`src/rtl/crld_pkg.sv`:
```
// crld_pkg: types and constants for the cluster run list decoder
// no dependencies; used by crld_rsp_if, the output buffer and the top level
package crld_pkg;

   localparam int VCN_W           = 63;
   localparam int LCN_W           = 64;
   localparam int ACC_W           = 64;
   localparam int MAX_FIELD_BYTES = 8;

   localparam logic [3:0] LEN_NIBBLE_MASK = 4'hF;
   localparam logic [VCN_W-1:0] VCN_MAX   = {VCN_W{1'b1}};

   typedef enum logic [1:0] {
      ST_RUN = 2'd0,
      ST_END = 2'd1,
      ST_BAD = 2'd2
   } status_type;

   typedef enum logic [1:0] {
      PH_DONE = 2'd0,
      PH_HEAD = 2'd1,
      PH_BODY = 2'd2
   } phase_type;

   typedef enum logic {
      CSR_START_VCN = 1'b0,
      CSR_STOP_VCN  = 1'b1
   } csr_index_type;

   typedef struct packed {
      status_type        status;
      logic [VCN_W-1:0]  run_vcn;
      logic [LCN_W-1:0]  run_lcn;
      logic [VCN_W-1:0]  run_length;
      logic              list_done;
   } rsp_word_type;

endpackage

```
`src/rtl/crld_req_if.sv`:
```
// crld_req_if: input stream of run list bytes, one byte per word
// no dependencies
interface crld_req_if;
   logic       valid;
   logic       ready;
   logic [7:0] data_byte;
   logic       list_start;

   modport source (output valid, output data_byte, output list_start, input ready);
   modport sink   (input valid, input data_byte, input list_start, output ready);
endinterface

```
`src/rtl/crld_rsp_if.sv`:
```
// crld_rsp_if: result stream, one decoded run or list end per word
// depends on crld_pkg for field widths
interface crld_rsp_if;
   import crld_pkg::*;

   logic             valid;
   logic             ready;
   logic [1:0]       status;
   logic [VCN_W-1:0] run_vcn;
   logic [LCN_W-1:0] run_lcn;
   logic [VCN_W-1:0] run_length;
   logic             list_done;

   modport source (output valid, output status, output run_vcn, output run_lcn,
                   output run_length, output list_done, input ready);
   modport sink   (input valid, input status, input run_vcn, input run_lcn,
                   input run_length, input list_done, output ready);
endinterface

```
`src/rtl/crld_out_buf.sv`:
```
// crld_out_buf: two-word result buffer parting the decoder from the receiver
// depends on crld_pkg
module crld_out_buf (
   input  logic                   clock,
   input  logic                   reset,
   input  logic                   push,
   input  crld_pkg::rsp_word_type push_word,
   output logic                   full,
   output logic                   out_valid,
   input  logic                   out_ready,
   output crld_pkg::rsp_word_type out_word
);
   import crld_pkg::*;

   rsp_word_type entry_ff [2];
   logic         wr_ptr_ff, wr_ptr_in;
   logic         rd_ptr_ff, rd_ptr_in;
   logic [1:0]   count_ff, count_in;
   logic         pop;

   assign out_valid = (count_ff != 2'd0);
   assign full      = (count_ff == 2'd2);
   assign out_word  = entry_ff[rd_ptr_ff];
   assign pop       = out_valid && out_ready;

   always_comb begin
      wr_ptr_in = push ? ~wr_ptr_ff : wr_ptr_ff;
      rd_ptr_in = pop  ? ~rd_ptr_ff : rd_ptr_ff;
      count_in  = count_ff + {1'b0, push} - {1'b0, pop};
   end

   always_ff @(posedge clock) begin
      if (reset) begin
         wr_ptr_ff <= 1'b0;
         rd_ptr_ff <= 1'b0;
         count_ff  <= 2'd0;
      end else begin
         wr_ptr_ff <= wr_ptr_in;
         rd_ptr_ff <= rd_ptr_in;
         count_ff  <= count_in;
      end
   end

   always_ff @(posedge clock) begin
      if (push) begin
         entry_ff[wr_ptr_ff] <= push_word;
      end
   end

endmodule

```
`src/rtl/cluster_run_list_decoder_unit.sv`:
```
// cluster_run_list_decoder_unit: top level of the mapping pairs run list decoder
// depends on crld_pkg, crld_req_if, crld_rsp_if and crld_out_buf
//
// usage
// req carries the run list one byte per word; list_start marks the header byte
// of a new list and abandons any list in progress. rsp carries one word per
// decoded run (status run), and one word at the end of the list (status end)
// or on a field size above eight bytes (status bad). list_done flags the last
// word of a list, including a run that carries the virtual cluster past stop.
// csr writes load start_vcn (index 0) and stop_vcn (index 1); they must
// be made only while the block is idle; the block itself does not enforce this.
// timing: one byte is taken every cycle while req.ready is high; the decoder
// state updates at the byte's accept edge, and a result is written into the
// output buffer at that same edge and is shown on rsp from there.
// a two-word output buffer holds results; req.ready drops only while both
// words are held by a stalled receiver, and rises again in the cycle after one is taken.
// after reset the decoder waits for list_start and stop_vcn is all ones.
module cluster_run_list_decoder_unit (
   input  logic                      clock,
   input  logic                      reset,
   crld_req_if.sink                  req,
   crld_rsp_if.source                rsp,
   input  logic                      csr_wr_en,
   input  logic                      csr_index,
   input  logic [crld_pkg::VCN_W-1:0] csr_data
);
   import crld_pkg::*;

   logic [VCN_W-1:0] start_vcn_ff;
   logic [VCN_W-1:0] stop_vcn_ff;

   phase_type        phase_ff, phase_in;
   logic [3:0]       length_bytes_ff, length_bytes_in;
   logic [3:0]       offset_bytes_ff, offset_bytes_in;
   logic [3:0]       byte_count_ff, byte_count_in;
   logic [ACC_W-1:0] length_accum_ff, length_accum_in;
   logic [ACC_W-1:0] delta_accum_ff, delta_accum_in;
   logic [LCN_W-1:0] current_lcn_ff, current_lcn_in;
   logic [VCN_W-1:0] current_vcn_ff, current_vcn_in;

   phase_type        phase_eff;
   logic [3:0]       lb_eff, ob_eff, pos_eff;
   logic [ACC_W-1:0] len_eff, del_eff;
   logic [LCN_W-1:0] lcn_eff;
   logic [VCN_W-1:0] vcn_eff;

   logic [3:0]       hdr_len, hdr_off;
   logic [3:0]       del_pos;
   logic [ACC_W-1:0] len_new, del_new, del_ext;
   logic [5:0]       sign_idx;
   logic             sign_bit;
   logic [LCN_W-1:0] lcn_sum;
   logic [VCN_W+1:0] vcn_sum;
   logic             past;
   logic [4:0]       total, pos_next;

   logic             accept;
   logic             res_valid;
   rsp_word_type     res_word;
   logic             buf_full;
   rsp_word_type     out_word;

   assign req.ready = !buf_full;
   assign accept    = req.valid && req.ready;

   // configuration registers
   always_ff @(posedge clock) begin
      if (reset) begin
         start_vcn_ff <= '0;
         stop_vcn_ff  <= VCN_MAX;
      end else if (csr_wr_en) begin
         case (csr_index_type'(csr_index))
            CSR_START_VCN: start_vcn_ff <= csr_data;
            CSR_STOP_VCN:  stop_vcn_ff  <= csr_data;
            default: ;
         endcase
      end
   end

   always_comb begin
      // list start clears state before the byte is decoded
      phase_eff = phase_ff;
      lb_eff    = length_bytes_ff;
      ob_eff    = offset_bytes_ff;
      pos_eff   = byte_count_ff;
      len_eff   = length_accum_ff;
      del_eff   = delta_accum_ff;
      lcn_eff   = current_lcn_ff;
      vcn_eff   = current_vcn_ff;
      if (req.list_start) begin
         phase_eff = PH_HEAD;
         lb_eff    = 4'd0;
         ob_eff    = 4'd0;
         pos_eff   = 4'd0;
         len_eff   = '0;
         del_eff   = '0;
         lcn_eff   = '0;
         vcn_eff   = start_vcn_ff;
      end

      hdr_len = req.data_byte[3:0] & LEN_NIBBLE_MASK;
      hdr_off = req.data_byte[7:4];

      // byte lane insert into the length or delta field
      del_pos = pos_eff - lb_eff;
      for (int k = 0; k < 8; k++) begin
         len_new[8*k +: 8] = len_eff[8*k +: 8];
         del_new[8*k +: 8] = del_eff[8*k +: 8];
         if (pos_eff < lb_eff && pos_eff[2:0] == 3'(k)) begin
            len_new[8*k +: 8] = len_eff[8*k +: 8] | req.data_byte;
         end
         if (!(pos_eff < lb_eff) && del_pos[2:0] == 3'(k)) begin
            del_new[8*k +: 8] = del_eff[8*k +: 8] | req.data_byte;
         end
      end

      // sign extension from the top delta byte
      sign_idx = {ob_eff[2:0] - 3'd1, 3'd7};
      sign_bit = del_new[sign_idx];
      for (int k = 0; k < 8; k++) begin
         del_ext[8*k +: 8] = del_new[8*k +: 8];
         if (ob_eff != 4'd0 && 4'(k) >= ob_eff && sign_bit) begin
            del_ext[8*k +: 8] = 8'hFF;
         end
      end

      lcn_sum  = lcn_eff + del_ext;
      vcn_sum  = {2'b00, vcn_eff} + {1'b0, len_new};
      past     = vcn_sum > {2'b00, stop_vcn_ff};
      total    = {1'b0, lb_eff} + {1'b0, ob_eff};
      pos_next = {1'b0, pos_eff} + 5'd1;

      phase_in        = phase_eff;
      length_bytes_in = lb_eff;
      offset_bytes_in = ob_eff;
      byte_count_in   = pos_eff;
      length_accum_in = len_eff;
      delta_accum_in  = del_eff;
      current_lcn_in  = lcn_eff;
      current_vcn_in  = vcn_eff;
      res_valid       = 1'b0;
      res_word        = '0;

      case (phase_eff)
         PH_HEAD: begin
            if (hdr_len == 4'd0) begin
               phase_in           = PH_DONE;
               res_valid          = 1'b1;
               res_word.status    = ST_END;
               res_word.list_done = 1'b1;
            end else if (hdr_len > 4'(MAX_FIELD_BYTES) || hdr_off > 4'(MAX_FIELD_BYTES)) begin
               phase_in           = PH_DONE;
               res_valid          = 1'b1;
               res_word.status    = ST_BAD;
               res_word.list_done = 1'b1;
            end else begin
               phase_in        = PH_BODY;
               length_bytes_in = hdr_len;
               offset_bytes_in = hdr_off;
               byte_count_in   = 4'd0;
               length_accum_in = '0;
               delta_accum_in  = '0;
            end
         end
         PH_BODY: begin
            length_accum_in = len_new;
            delta_accum_in  = del_new;
            if (pos_next < total) begin
               byte_count_in = pos_next[3:0];
            end else begin
               current_lcn_in      = lcn_sum;
               current_vcn_in      = (vcn_sum[VCN_W+1:VCN_W] != 2'b00) ?
                                     VCN_MAX : vcn_sum[VCN_W-1:0];
               byte_count_in       = 4'd0;
               length_accum_in     = '0;
               delta_accum_in      = '0;
               phase_in            = past ? PH_DONE : PH_HEAD;
               res_valid           = 1'b1;
               res_word.status     = ST_RUN;
               res_word.run_vcn    = vcn_eff;
               res_word.run_lcn    = lcn_sum;
               res_word.run_length = len_new[VCN_W-1:0];
               res_word.list_done  = past;
            end
         end
         default: ;
      endcase
   end

   always_ff @(posedge clock) begin
      if (reset) begin
         phase_ff        <= PH_DONE;
         length_bytes_ff <= 4'd0;
         offset_bytes_ff <= 4'd0;
         byte_count_ff   <= 4'd0;
         length_accum_ff <= '0;
         delta_accum_ff  <= '0;
         current_lcn_ff  <= '0;
         current_vcn_ff  <= '0;
      end else if (accept) begin
         phase_ff        <= phase_in;
         length_bytes_ff <= length_bytes_in;
         offset_bytes_ff <= offset_bytes_in;
         byte_count_ff   <= byte_count_in;
         length_accum_ff <= length_accum_in;
         delta_accum_ff  <= delta_accum_in;
         current_lcn_ff  <= current_lcn_in;
         current_vcn_ff  <= current_vcn_in;
      end
   end

   crld_out_buf u_out_buf (
      .clock     (clock),
      .reset     (reset),
      .push      (accept && res_valid),
      .push_word (res_word),
      .full      (buf_full),
      .out_valid (rsp.valid),
      .out_ready (rsp.ready),
      .out_word  (out_word)
   );

   assign rsp.status     = out_word.status;
   assign rsp.run_vcn    = out_word.run_vcn;
   assign rsp.run_lcn    = out_word.run_lcn;
   assign rsp.run_length = out_word.run_length;
   assign rsp.list_done  = out_word.list_done;

   a_end_fields_zero: assert property (@(posedge clock) disable iff (reset)
      rsp.valid && rsp.status != ST_RUN |->
         rsp.run_vcn == '0 && rsp.run_lcn == '0 && rsp.run_length == '0)
      else $error("end or error word carries run fields");

   a_end_is_last: assert property (@(posedge clock) disable iff (reset)
      rsp.valid && rsp.status != ST_RUN |-> rsp.list_done)
      else $error("end or error word without list_done");

   a_body_count: assert property (@(posedge clock) disable iff (reset)
      phase_ff == PH_BODY |->
         {1'b0, byte_count_ff} < {1'b0, length_bytes_ff} + {1'b0, offset_bytes_ff})
      else $error("byte count beyond run field sizes");

   a_body_sizes: assert property (@(posedge clock) disable iff (reset)
      phase_ff == PH_BODY |-> length_bytes_ff != 4'd0 &&
         length_bytes_ff <= 4'(MAX_FIELD_BYTES) && offset_bytes_ff <= 4'(MAX_FIELD_BYTES))
      else $error("field sizes out of range while collecting a run");

endmodule
```
`src/flat_wrapper.sv`:
```
// flat-port wrapper written by rule: the top's interface ports become plain ports
module cluster_run_list_decoder_unit_flat import crld_pkg::*;
  (clock, reset, csr_wr_en, csr_index, csr_data, req_valid, req_data_byte, req_list_start, req_ready, rsp_valid, rsp_status, rsp_run_vcn, rsp_run_lcn, rsp_run_length, rsp_list_done, rsp_ready);
  crld_req_if req_i ();
  crld_rsp_if rsp_i ();
  input  logic clock;
  input  logic reset;
  input  logic csr_wr_en;
  input  logic csr_index;
  input  logic [crld_pkg::VCN_W-1:0] csr_data;
  input wire logic [$bits(req_i.valid)-1:0] req_valid;
  input wire logic [$bits(req_i.data_byte)-1:0] req_data_byte;
  input wire logic [$bits(req_i.list_start)-1:0] req_list_start;
  output wire logic [$bits(req_i.ready)-1:0] req_ready;
  output wire logic [$bits(rsp_i.valid)-1:0] rsp_valid;
  output wire logic [$bits(rsp_i.status)-1:0] rsp_status;
  output wire logic [$bits(rsp_i.run_vcn)-1:0] rsp_run_vcn;
  output wire logic [$bits(rsp_i.run_lcn)-1:0] rsp_run_lcn;
  output wire logic [$bits(rsp_i.run_length)-1:0] rsp_run_length;
  output wire logic [$bits(rsp_i.list_done)-1:0] rsp_list_done;
  input wire logic [$bits(rsp_i.ready)-1:0] rsp_ready;
  assign req_i.valid = req_valid;
  assign req_i.data_byte = req_data_byte;
  assign req_i.list_start = req_list_start;
  assign req_ready = req_i.ready;
  assign rsp_valid = rsp_i.valid;
  assign rsp_status = rsp_i.status;
  assign rsp_run_vcn = rsp_i.run_vcn;
  assign rsp_run_lcn = rsp_i.run_lcn;
  assign rsp_run_length = rsp_i.run_length;
  assign rsp_list_done = rsp_i.list_done;
  assign rsp_i.ready = rsp_ready;
  cluster_run_list_decoder_unit u_core (.clock(clock), .reset(reset), .req(req_i), .rsp(rsp_i), .csr_wr_en(csr_wr_en), .csr_index(csr_index), .csr_data(csr_data));
endmodule
```
`config.mk`:
```
export PLATFORM = sky130hd
export DESIGN_NAME = cluster_run_list_decoder_unit_flat
export DESIGN_NICKNAME = d
export VERILOG_FILES = /design/src/rtl/crld_pkg.sv /design/src/rtl/crld_req_if.sv /design/src/rtl/crld_rsp_if.sv /design/src/rtl/crld_out_buf.sv /design/src/rtl/cluster_run_list_decoder_unit.sv /design/src/flat_wrapper.sv
export SDC_FILE = /design/constraint.sdc
export NUM_CORES = 2
export LEC_CHECK = 0
export BUFFER_PORTS_ARGS = -buffer_cell sky130_fd_sc_hd__buf_4
export CAP_MARGIN = 20
export CORE_UTILIZATION = 40
export DETAILED_ROUTE_END_ITERATION = 10
export PLACE_DENSITY_LB_ADDON = 0.3
export SETUP_SLACK_MARGIN = 0.02
export SLEW_MARGIN = 20
export SYNTH_ARGS = -nofsm -noshare
export SYNTH_HDL_FRONTEND = slang
export SYNTH_HIERARCHICAL = 1
export SYNTH_SLANG_ARGS = --single-unit
```
`constraint.sdc`:
```
create_clock -name clock -period 15.9 [get_ports clock]
set_input_delay 0.795 -clock clock [delete_from_list [all_inputs] [get_ports clock]]
set_output_delay 0.795 -clock clock [all_outputs]
set_load 0.01 [all_outputs]
```
==> metrics.txt <==
# clock sinks=786; Root Buffer Master=clkbuf_16; Post CTS Setup Buffer Count=0; # DRC=0; routed wire length=128 mm; First DRT Iteration DRCs=2905; Slowest Stage Delay on Critical Path=590 ps; hold crit path type=in2reg; layout cells sized above 1=17.0%; GRT Residual Overflow=0; critical path arrival=8580 ps; # IOs=273; Yosys reg bits=786; Clk pin slew, worst setup/hold paths=60 ps; Max-slew headroom=27.9%; Non-Filler Instances=5821; core area=0.104 mm2; CTS tree=done; Yosys top cell area share=27.4%; post-synthesis sequential area ratio=46.4%; post-layout util=46.2%; Die H=327 um; Ys Warns=6; DRT Pass-1 Iters=6; reg2reg setup slack=7790 ps; maximum vdd drop=150 uV; final RePlAce weighted congestion=0.922; Pwr Total=5.39 mW; Synth cell types=93; crit path time final=8160 ps; width of the die=327 um; gr usage total=23.4%; Final ANT Viol Nets=0; Fin. Hold Viols=0; Final setup viols=0; area grow syn2layout=13.8%; PD cells=112 mW/mm2; Setup CP Type=in2reg; Critical Path RT=16310 ps; maximum clock rate=123 MHz; via/cell ratio=5.75; RSZ-0062 raised after global routing=no; vias in the first global route=32100; Mapped Cells=4263; die area=0.107 mm2; crit start category=primary input; initial core utilization=40.6%; HPWL Detailed=86.6 mm; CTS Buffer Depth=3; Worst Tran Pin Value=1080 ps; syn nets=4557; critical path peak fanout=33; Synth Flop Type=dfxtp_1; post_cts resized=0; H-tree Lvls=3; DR vias=33500; first-pass GRT wire length=195 mm; largest net degree at the start of global routing=136; Clock Skew=28.4 ps; Worst-Skew Late Latency=670 ps; largest cells by area after synthesis=edfxtp_1 27%, dfxtp_1 19%, mux2_2 6.8%; initial antenna violation count=3; ys async rst share=0%; # rows=118; Num CTS Buffers=87; Nets=4659; fin crit share=51.3%; synthesized area=0.0423 mm2; most frequent cell after synthesis=dfxtp_1; area leader, netlist=edfxtp_1; hold buffers post-CTS=0; Post-synth EDFFs=386; routed wire length per instance=22.1 um; Static Leak=19.6 nW; slowest CP cell=o211ai_1; CP endpoint kind=flip-flop; Inst Count DP=5655; TNS Setup=0 ps; status=complete, no violations; Port Buffers=272; Max-Cap Viols=0; top cells by count, synth=400 x dfxtp_1, 393 x nor2_1, 386 x edfxtp_1, 313 x nand2_1, 274 x a21oi_1; Avg Cell Area, Syn=9.91 um2; Hold WS=383 ps; Slew Viols, Final=0
==> final cells by class <==
type                            instances  area, um2
Inverter                              147        554
Timing Repair Buffer                  311       2380
Fill cell                            9864      56000
Sequential cell                       786      19600
Antenna cell                            3       7.51
Clock buffer                          114       2420
Multi-Input combinational cell       3032      20900
Clock inverter                         48        468
Tap cell                             1380       1730
==> metal layers <==
layer	GRT usage [%]	part of all wire [%]	wire (um)	vias up
li1	-	-	-	15900
met1	33.5	47	59800	16400
met2	35.7	44	56400	1020
met3	4.36	7.1	9060	170
met4	6.87	2.4	3030	2
met5	0	0.0062	8	-
==> state kept, by name, indices dropped and copies added, names as in the netlist, 2 cells and up, named ones only <==
name	count
u_core/delta_accum_ff	64
u_core/start_vcn_ff	63
u_core/length_bytes_ff	4
u_core/current_lcn_ff	64
u_core/byte_count_ff	4
u_core/stop_vcn_ff	63
u_core/phase_ff	2
u_core/offset_bytes_ff	4
u_core/current_vcn_ff	63
u_core/length_accum_ff	64
u_core/u_out_buf/count_ff	2
u_core/u_out_buf/entry_ff	386
==> cell usage in the layout, fill, tap and decap left out, types with 10 or more instances in the layout <==
| cell type | netlist | routed |
|---|---|---|
| clkbuf_8 | 0 | 10 |
| nand2_1 | 313 | 310 |
| a211oi_1 | 15 | 15 |
| o21bai_1 | 23 | 22 |
| edfxtp_1 | 386 | 386 |
| nand3_1 | 31 | 31 |
| nand4_1 | 40 | 40 |
| a32oi_1 | 17 | 17 |
| clkbuf_1 | 246 | 14 |
| and3_1 | 78 | 78 |
| inv_1 | 145 | 145 |
| xor2_1 | 55 | 55 |
| nor4_1 | 96 | 96 |
| o21a_1 | 29 | 29 |
| a21o_1 | 89 | 89 |
| and2_1 | 149 | 148 |
| o21ai_0 | 148 | 147 |
| nor3_1 | 98 | 96 |
| nor2_1 | 393 | 393 |
| mux2_2 | 255 | 255 |
| nand2b_1 | 19 | 17 |
| a31oi_1 | 26 | 26 |
| o211ai_1 | 12 | 12 |
| a221o_1 | 27 | 27 |
| a21oi_1 | 274 | 274 |
| clkinv_2 | 0 | 16 |
| clkbuf_16 | 0 | 89 |
| a2111oi_0 | 19 | 19 |
| o31ai_1 | 18 | 18 |
| buf_4 | 11 | 307 |
| a211o_1 | 77 | 77 |
| xnor2_1 | 63 | 63 |
| clkinv_1 | 1 | 10 |
| a22oi_1 | 152 | 152 |
| nor2b_1 | 93 | 88 |
| dfxtp_1 | 400 | 399 |
| a22o_1 | 76 | 76 |
| ha_1 | 212 | 212 |
==> logic make-up (layout without fill, tap and decap cells) <==
group	Yosys count	in the layout	synth area share, %
and+or+nand+nor	1354	1354	15.7
AOI/OAI and AO/OA	1079	1079	17.6
DFF	786	786	46.4
buffers and inverters	445	620	4.31
muxes	264	264	7.04
adders and majority gates	216	216	6.47
xor gates and xnor gates	119	119	2.50
other	0	3	0
==> worst paths after layout <==
path,start,to,depth (start not counted)
max,req_list_start,u_core/u_out_buf/entry_ff[0][0],31
min,csr_data[62],u_core/start_vcn_ff[62],3
max reg2reg,u_core/byte_count_ff[0],u_core/u_out_buf/entry_ff[0][0],31
min reg2reg,u_core/current_lcn_ff[52],u_core/current_lcn_ff[52],2
==> critical path: cells and delay by family <==
family | cells | cell delay, ps
adder cells (fa/ha/maj) | 5 | 1390
AO/OA/AOI/OAI | 13 | 3860
XOR/XNOR | 1 | 220
AND/OR/NAND/NOR | 9 | 1740
buffers and inverters | 3 | 520
==> report_power, final <==
part           leakage [nW]  switching (mW)  internal, mW
Clock                  1.43           0.858          1.19
Sequential             6.91          0.0413          2.21
Combinational          11.3           0.614         0.473
Total                  19.6            1.51          3.88
==> stage by stage <==
step / setup WS, ps / cell area [um2]
4_1_cts: 7780 / 48100
3_5_place_dp: 7130 / 45200
3_3_place_gp: 7120 / 45200
6_report: 7740 / 48100
2_1_floorplan: 1990 / 42300
5_1_grt: 7120 / 48100
Power figures use the tool's default switching activity.
